File: src/rtl/core/sha1_bsh_pkg.sv
package sha1_bsh_pkg;

    // Round constants, one per group of twenty rounds
    parameter logic [31:0] K_R0 = 32'h5A827999;
    parameter logic [31:0] K_R1 = 32'h6ED9EBA1;
    parameter logic [31:0] K_R2 = 32'h8F1BBCDC;
    parameter logic [31:0] K_R3 = 32'hCA62C1D6;

    // Initial chaining value H0..H4
    parameter logic [31:0] H_INIT [5] = '{
        32'h67452301, 32'hEFCDAB89, 32'h98BADCFE, 32'h10325476, 32'hC3D2E1F0
    };

    // Padding marker byte and byte position where the length field starts
    parameter logic [7:0] PAD_MARK = 8'h80;
    parameter logic [5:0] LEN_POS  = 6'd56;

    // Input command codes
    parameter logic CMD_ABSORB = 1'b0;
    parameter logic CMD_FINISH = 1'b1;

    // Last round index and last digest word index
    parameter logic [6:0] LAST_ROUND = 7'd79;
    parameter logic [2:0] LAST_WORD  = 3'd4;

endpackage

File: src/rtl/core/sha1_byte_stream_hasher.sv
// Channel  Dir  tdata                     tuser / tlast
// s_*      in   [7:0] message_byte        tuser: command (0 absorb, 1 finish)
// m_*      out  [31:0] digest_word        tlast: last_word
//
// An absorb request shifts one byte into the block; the 64th byte of a block
// starts compression (the rounds through the single round unit, then one chaining add).
// A finish request feeds padding and length bytes at one a cycle up to the end
// of the block (plus one more block when 56 or more bytes are pending), compressing
// each block in turn, then shows the five digest words one a cycle while m_tready is high.
// s_tready is high only while idle. A stalled m_tready holds the current word.
// Reset (rst_n low, asynchronous) loads the initial chaining value and clears
// the length; the block buffer is not cleared.
module sha1_byte_stream_hasher
(
    input  logic        clk,
    input  logic        rst_n,
    input  logic        s_tvalid,
    output logic        s_tready,
    input  logic [7:0]  s_tdata,   // [7:0] message_byte
    input  logic        s_tuser,   // [0] command
    output logic        m_tvalid,
    input  logic        m_tready,
    output logic [31:0] m_tdata,   // [31:0] digest_word
    output logic        m_tlast    // last_word
);

    localparam logic [2:0] S_IDLE  = 3'd0;
    localparam logic [2:0] S_PAD   = 3'd1;
    localparam logic [2:0] S_ROUND = 3'd2;
    localparam logic [2:0] S_ADD   = 3'd3;
    localparam logic [2:0] S_OUT   = 3'd4;

    logic [2:0]   state_reg, state_next;
    logic [5:0]   pos_reg, pos_next;
    logic [63:0]  len_reg, len_next;
    logic         fin_reg, fin_next;
    logic         spill_reg, spill_next;
    logic         last_reg, last_next;
    logic [6:0]   rnd_reg, rnd_next;
    logic [2:0]   widx_reg, widx_next;
    logic [31:0]  h_reg [5];
    logic [31:0]  h_next [5];
    logic [511:0] win_reg, win_next;
    logic [31:0]  a_reg, b_reg, c_reg, d_reg, e_reg;
    logic [31:0]  a_next, b_next, c_next, d_next, e_next;

    logic         byte_wr;
    logic [7:0]   byte_val;
    logic         spill_eff;
    logic [7:0]   pad_byte;
    logic [31:0]  w0, w2, w8, w13, sched_x, sched_new;
    logic [31:0]  f_val, k_val, round_sum;

    // Schedule taps: window holds w[t] .. w[t+15], oldest in the top word
    assign w0  = win_reg[511 -: 32];
    assign w2  = win_reg[511 - 64 -: 32];
    assign w8  = win_reg[511 - 256 -: 32];
    assign w13 = win_reg[511 - 416 -: 32];
    assign sched_x   = w13 ^ w8 ^ w2 ^ w0;
    assign sched_new = {sched_x[30:0], sched_x[31]};

    // Round function and constant by round group
    always_comb
    begin
        priority if (rnd_reg < 7'd20)
        begin
            f_val = (b_reg & c_reg) | (~b_reg & d_reg);
            k_val = sha1_bsh_pkg::K_R0;
        end
        else if (rnd_reg < 7'd40)
        begin
            f_val = b_reg ^ c_reg ^ d_reg;
            k_val = sha1_bsh_pkg::K_R1;
        end
        else if (rnd_reg < 7'd60)
        begin
            f_val = (b_reg & c_reg) | (b_reg & d_reg) | (c_reg & d_reg);
            k_val = sha1_bsh_pkg::K_R2;
        end
        else
        begin
            f_val = b_reg ^ c_reg ^ d_reg;
            k_val = sha1_bsh_pkg::K_R3;
        end
    end

    assign round_sum = {a_reg[26:0], a_reg[31:27]} + f_val + e_reg + k_val + w0;

    // Padding byte: length bytes big-endian in the last eight positions
    assign pad_byte = (pos_reg >= sha1_bsh_pkg::LEN_POS && !spill_reg)
                    ? 8'(len_reg >> {~pos_reg[2:0], 3'b000}) : 8'h00;

    assign s_tready = (state_reg == S_IDLE);
    assign m_tvalid = (state_reg == S_OUT);
    assign m_tdata  = h_reg[widx_reg];
    assign m_tlast  = (widx_reg == sha1_bsh_pkg::LAST_WORD);

    // Sequencer
    always_comb
    begin
        state_next = state_reg;
        pos_next   = pos_reg;
        len_next   = len_reg;
        fin_next   = fin_reg;
        spill_next = spill_reg;
        last_next  = last_reg;
        rnd_next   = rnd_reg;
        widx_next  = widx_reg;
        h_next     = h_reg;
        win_next   = win_reg;
        a_next     = a_reg;
        b_next     = b_reg;
        c_next     = c_reg;
        d_next     = d_reg;
        e_next     = e_reg;
        byte_wr    = 1'b0;
        byte_val   = 8'h00;
        spill_eff  = spill_reg;

        unique case (state_reg)
            S_IDLE:
            begin
                if (s_tvalid)
                begin
                    byte_wr = 1'b1;
                    if (s_tuser == sha1_bsh_pkg::CMD_ABSORB)
                    begin
                        byte_val = s_tdata;
                        len_next = len_reg + 64'd8;
                    end
                    else
                    begin
                        byte_val  = sha1_bsh_pkg::PAD_MARK;
                        fin_next  = 1'b1;
                        spill_eff = (pos_reg >= sha1_bsh_pkg::LEN_POS);
                    end
                end
            end
            S_PAD:
            begin
                byte_wr  = 1'b1;
                byte_val = pad_byte;
            end
            S_ROUND:
            begin
                // Advance one round and slide the schedule window
                win_next = {win_reg[479:0], sched_new};
                e_next   = d_reg;
                d_next   = c_reg;
                c_next   = {b_reg[1:0], b_reg[31:2]};
                b_next   = a_reg;
                a_next   = round_sum;
                rnd_next = rnd_reg + 7'd1;
                if (rnd_reg == sha1_bsh_pkg::LAST_ROUND)
                begin
                    state_next = S_ADD;
                end
            end
            S_ADD:
            begin
                h_next[0] = h_reg[0] + a_reg;
                h_next[1] = h_reg[1] + b_reg;
                h_next[2] = h_reg[2] + c_reg;
                h_next[3] = h_reg[3] + d_reg;
                h_next[4] = h_reg[4] + e_reg;
                if (!fin_reg)
                begin
                    state_next = S_IDLE;
                end
                else if (last_reg)
                begin
                    state_next = S_OUT;
                    widx_next  = 3'd0;
                end
                else
                begin
                    state_next = S_PAD;
                end
            end
            S_OUT:
            begin
                if (m_tready)
                begin
                    widx_next = widx_reg + 3'd1;
                    if (widx_reg == sha1_bsh_pkg::LAST_WORD)
                    begin
                        // Return to the initial state for the next message
                        state_next = S_IDLE;
                        h_next     = sha1_bsh_pkg::H_INIT;
                        len_next   = 64'd0;
                        pos_next   = 6'd0;
                        fin_next   = 1'b0;
                        spill_next = 1'b0;
                        last_next  = 1'b0;
                    end
                end
            end
            default:
            begin
                state_next = S_IDLE;
            end
        endcase

        // Shift a byte into the block and start compression on a full block
        if (byte_wr)
        begin
            win_next = {win_reg[503:0], byte_val};
            pos_next = pos_reg + 6'd1;
            if (pos_reg == 6'd63)
            begin
                state_next = S_ROUND;
                rnd_next   = 7'd0;
                a_next     = h_reg[0];
                b_next     = h_reg[1];
                c_next     = h_reg[2];
                d_next     = h_reg[3];
                e_next     = h_reg[4];
                last_next  = fin_next && !spill_eff;
                spill_next = 1'b0;
            end
            else
            begin
                state_next = fin_next ? S_PAD : S_IDLE;
                spill_next = fin_next && spill_eff;
            end
        end
    end

    // Control state
    always_ff @(posedge clk or negedge rst_n)
    begin
        if (!rst_n)
        begin
            state_reg <= S_IDLE;
            pos_reg   <= 6'd0;
            len_reg   <= 64'd0;
            fin_reg   <= 1'b0;
            spill_reg <= 1'b0;
            last_reg  <= 1'b0;
            rnd_reg   <= 7'd0;
            widx_reg  <= 3'd0;
            h_reg     <= sha1_bsh_pkg::H_INIT;
        end
        else
        begin
            state_reg <= state_next;
            pos_reg   <= pos_next;
            len_reg   <= len_next;
            fin_reg   <= fin_next;
            spill_reg <= spill_next;
            last_reg  <= last_next;
            rnd_reg   <= rnd_next;
            widx_reg  <= widx_next;
            h_reg     <= h_next;
        end
    end

    // Block window and working variables
    always_ff @(posedge clk)
    begin
        win_reg <= win_next;
        a_reg   <= a_next;
        b_reg   <= b_next;
        c_reg   <= c_next;
        d_reg   <= d_next;
        e_reg   <= e_next;
    end

endmodule
File: config.mk
export PLATFORM = sky130hd
export DESIGN_NAME = sha1_byte_stream_hasher
export DESIGN_NICKNAME = d
export VERILOG_FILES = /design/src/rtl/core/sha1_bsh_pkg.sv /design/src/rtl/core/sha1_byte_stream_hasher.sv
export SDC_FILE = /design/constraint.sdc
export NUM_CORES = 2
export LEC_CHECK = 0
export BUFFER_PORTS_ARGS = -buffer_cell sky130_fd_sc_hd__clkbuf_2
export CORE_MARGIN = 2
export CORE_UTILIZATION = 50
export DETAILED_ROUTE_END_ITERATION = 10
export GPL_ROUTABILITY_DRIVEN = 0
export MAX_ROUTING_LAYER = met4
export PLACE_DENSITY = 0.65
export SETUP_SLACK_MARGIN = 0.05
export SYNTH_ARGS = -nofsm -noshare
export SYNTH_HDL_FRONTEND = slang
export SYNTH_SLANG_ARGS = --single-unit
File: constraint.sdc
create_clock -name clk -period 17.4 [get_ports clk]
set_clock_uncertainty 0.1 [all_clocks]
set_input_delay 1.74 -clock clk [delete_from_list [all_inputs] [get_ports clk]]
set_output_delay 1.74 -clock clk [all_outputs]
set_load 0.05 [all_outputs]
==> impl_metrics.py <==
metrics = {
    "status": {
        "outcome": "finished with violations",
        "violations": "DRC",
    },
    "power_and_ir_drop": {
        "p_sw_frac": 0.398,
        "switchingPower_mw": 4.08,
        "cellLeakagePower_nw": 25.9,
        "p_seq_frac": 0.394,
        "peakVddDrop_mv": 0.112,
        "clockPowerShare": 0.217,
        "combPwrFrac": 0.390,
        "internal-power_mw": 6.16,
        "power.density_nw_per_um2": 177,
    },
    "job": {
        "maxCapViolations": 0,
    },
    "layout": {
        "areaGrowthSynthToFinish_pct": 8.79,
        "multiInputGateArea_um2": 26300,
        "largest_register_ffs": 512,
        "n_fill_cell": 9543,
        "design_area_um2": 57800,
        "nNetsFinal": 6124,
        "seq_area_um2": 24800,
        "drive_above_1_share": 0.0691,
        "layoutNonFillerInstCount": 7267,
    },
    "clocking": {
        "tritoncts": "yes",
        "ctsHoldBuffers": 0,
        "cts-resized-gates": 0,
        "numCtsBuffers": 101,
        "clk_pin_slew_ns": 0.07,
        "cts.sinks": 915,
        "clock_tree.buffer_depth": 3,
        "htreeDepth": 3,
        "clk_latency_ns": 0.70,
        "cts-root-buf": "clkbuf_16",
        "cts_setup_buffers": 0,
    },
    "global_routing": {
        "grt_pass1_vias": 39135,
        "groute.usage.overall": 0.274,
        "antenna_found_initial": 4,
        "grt_overflow": 0,
        "grt_pass1_wl_mm": 227,
        "grt_max_degree": 251,
    },
    "logic_synthesis": {
        "synth_top_family_by_area": "simple AND/OR/NAND/NOR gates",
        "synth-async-reset-ratio": 0.266,
        "synth_cells": 5891,
        "synth_area_leader_cell": "edfxtp_1",
        "yosys_most_used_dff": "edfxtp_1",
        "synth_top_area_frac": 0.289,
        "synth_edf_count": 512,
        "synth_area_um2": 53100,
        "synth-xor-area-share": 0.0501,
        "synth_area_per_cell_um2": 9.02,
        "synth_compound_area_frac": 0.119,
        "ys_top_cells_by_count": "1,897 x nand2_1, 512 x edfxtp_1, 370 x nor2_1, 316 x o21ai_0, 282 x inv_1",
        "synth.area.top_cells": "edfxtp_1 29%, nand2_1 13%, dfrtp_1 7.7%",
        "muxShareOfSynthArea": 0.0289,
        "synthesis.nets": 6228,
        "synth_warnings": 0,
        "synthAdderAreaFrac": 0.0939,
        "post-synth-top-count-cell": "nand2_1",
        "ys_seq_area_frac": 0.466,
        "synth-simple-area-share": 0.202,
        "synth-seq-cells": 915,
        "post_synth_num_cell_types": 82,
    },
    "place": {
        "place_inst": 7075,
        "numPortBuffers": 47,
        "placed_cell_area_um2": 54400,
        "hpwl_mm": 98.9,
    },
    "sta": {
        "fin_crit_ns": 7.39,
        "final.setup.tns_ns": 0,
        "fmax_mhz": 135,
        "grt_setup_unrepaired": "no",
        "holdWs_ns": 0.395,
        "finalHoldViolCount": 0,
        "worstMarginPinSlew_ns": 1.32,
        "period_share": 0.425,
        "relSlewSlack": 0.120,
        "setup_viol": 0,
        "finalMaxSlewViolations": 0,
    },
    "routing": {
        "drtIter0Drc": 4178,
        "drc": 10,
        "drt_wl_total_mm": 145,
        "via_per_inst": 5.70,
        "dr.pass1.iters": 9,
        "ant_nets": 0,
        "route.vias.total": 41407,
        "avgRoutedWirePerCell_um": 19.9,
    },
    "setup_path": {
        "crit_fanout": 22,
        "start_kind": "flip-flop",
        "r2r_start": "rnd_reg[3]$_DFF_PN0_",
        "critPathCaptureType": "flip-flop",
        "crit_start": "rnd_reg[3]$_DFF_PN0_",
        "worstPathRequired_ns": 17.92,
        "crit_arrival_ns": 7.91,
        "path_class": "flip-flop to flip-flop",
    },
    "floorplan": {
        "pin_count": 48,
        "die_h_um": 330,
        "rows": 119,
        "core_area_um2": 105000,
        "dieArea_um2": 109000,
        "start_util": 0.504,
        "die_x_um": 330,
    },
    "worst_hold_path": {
        "hold_class": "flip-flop to flip-flop",
        "hold_start": "a_reg[9]$_DFF_P_",
    },
}
==> routing by layer <==
layer / vias to the layer above / track usage / routed length (µm)
met1: 20175 / 0.373 / 64400
li1: 19808 / - / -
met3: 255 / 0.0376 / 8010
met2: 1169 / 0.418 / 66100
met4: 0 / 0.102 / 6230
met5: - / - / 0
==> power groups by stage <==
| stage | registers [mW] | logic, mW | clock network (mW) |
|---|---|---|---|
| floorplan | 3.90 | 3.06 | 0 |
| global placement | 4.04 | 3.89 | 0 |
| detailed placement | 4.05 | 3.95 | 0 |
| CTS | 4.02 | 3.98 | 2.25 |
| global route | 4.13 | 4.46 | 2.34 |
| finish | 4.03 | 3.99 | 2.22 |
==> layout make-up <==
cell class | instances | share of cell area
flip-flops and latches | 915 | 0.428
inverters | 283 | 0.0184
clock inverters | 64 | 0.0122
repair buffers | 84 | 0.00991
well taps | 1391 | 0.0301
diodes | 3 | 0.000130
clock buffers | 125 | 0.0461
multi-input cells | 4402 | 0.455
==> layout by cell type, fill, tap and decap left out, types with 32 or more instances in the layout <==
cell	synthesis	final
clkbuf_16	0	101
a21oi_1	268	268
xor2_1	126	126
ha_1	199	199
and3_1	38	37
nand3_1	93	92
buf_4	1	33
nor3_1	52	52
dfxtp_1	160	160
o21ai_0	316	316
dfstp_2	80	80
nor2_1	370	366
nor2b_1	40	40
mux4_2	45	45
nand2_1	1897	1895
fa_1	125	125
mux2i_1	42	42
o21bai_1	32	32
dfrtp_1	163	161
a21o_1	75	75
inv_1	282	282
clkbuf_2	0	46
edfxtp_1	512	512
a31oi_1	139	139
xnor2_1	178	178
==> metrics by stage <==
step                worst slack, ns  power, mW   util
floorplan                      3.02       6.96      -
global placement              10.26       7.93  0.516
detailed placement            10.08       8.00  0.516
CTS                           10.08       10.3  0.548
global route                   9.41       10.9  0.548
finish                        10.01       10.2  0.548
==> logic make-up (layout without fill, tap and decap cells) <==
group           count (synthesis)  after routing
fa+ha+maj                     324            324
buf+inv                       574            556
compound gates               1044           1044
simple gates                 2634           2634
other cells                     0              3
mux                            96             96
flops                         915            915
xor+xnor                      304            304
==> worst paths after layout <==
kind                                            to  slack, ns  cells past startpoint
max                              a_reg[29]$_DFF_P_      10.01                     24
min                               b_reg[9]$_DFF_P_       0.40                      2
max reg2reg                      a_reg[29]$_DFF_P_      10.01                     24
min reg2reg                       b_reg[9]$_DFF_P_       0.40                      2
max in group asynchronous  len_reg[12]$_DFFE_PN0P_      14.79                      2
min in group asynchronous    h_reg[72]$_DFFE_PN0P_       0.96                      1
==> critical path, cell delays in order, from the launching register on <==
cell       delay (ns)
dfrtp_1          0.46
nand4_1          0.15
nor2b_1          0.42
inv_1            0.24
nor2_2           1.04
nor2_2           0.19
buf_4            0.30
a221oi_1         0.32
fa_1             0.49
fa_1             0.52
inv_1            0.04
ha_1             0.22
inv_1            0.08
fa_1             0.18
nor2b_1          0.06
o21a_1           0.18
o21ai_1          0.20
a21oi_1          0.13
a31oi_1          0.45
o21ai_0          0.34
a21boi_1         0.37
a21oi_1          0.18
a2111oi_0        0.43
a41oi_1          0.08
o21ai_1          0.14
Note: power is estimated with default switching activity, not from simulation.
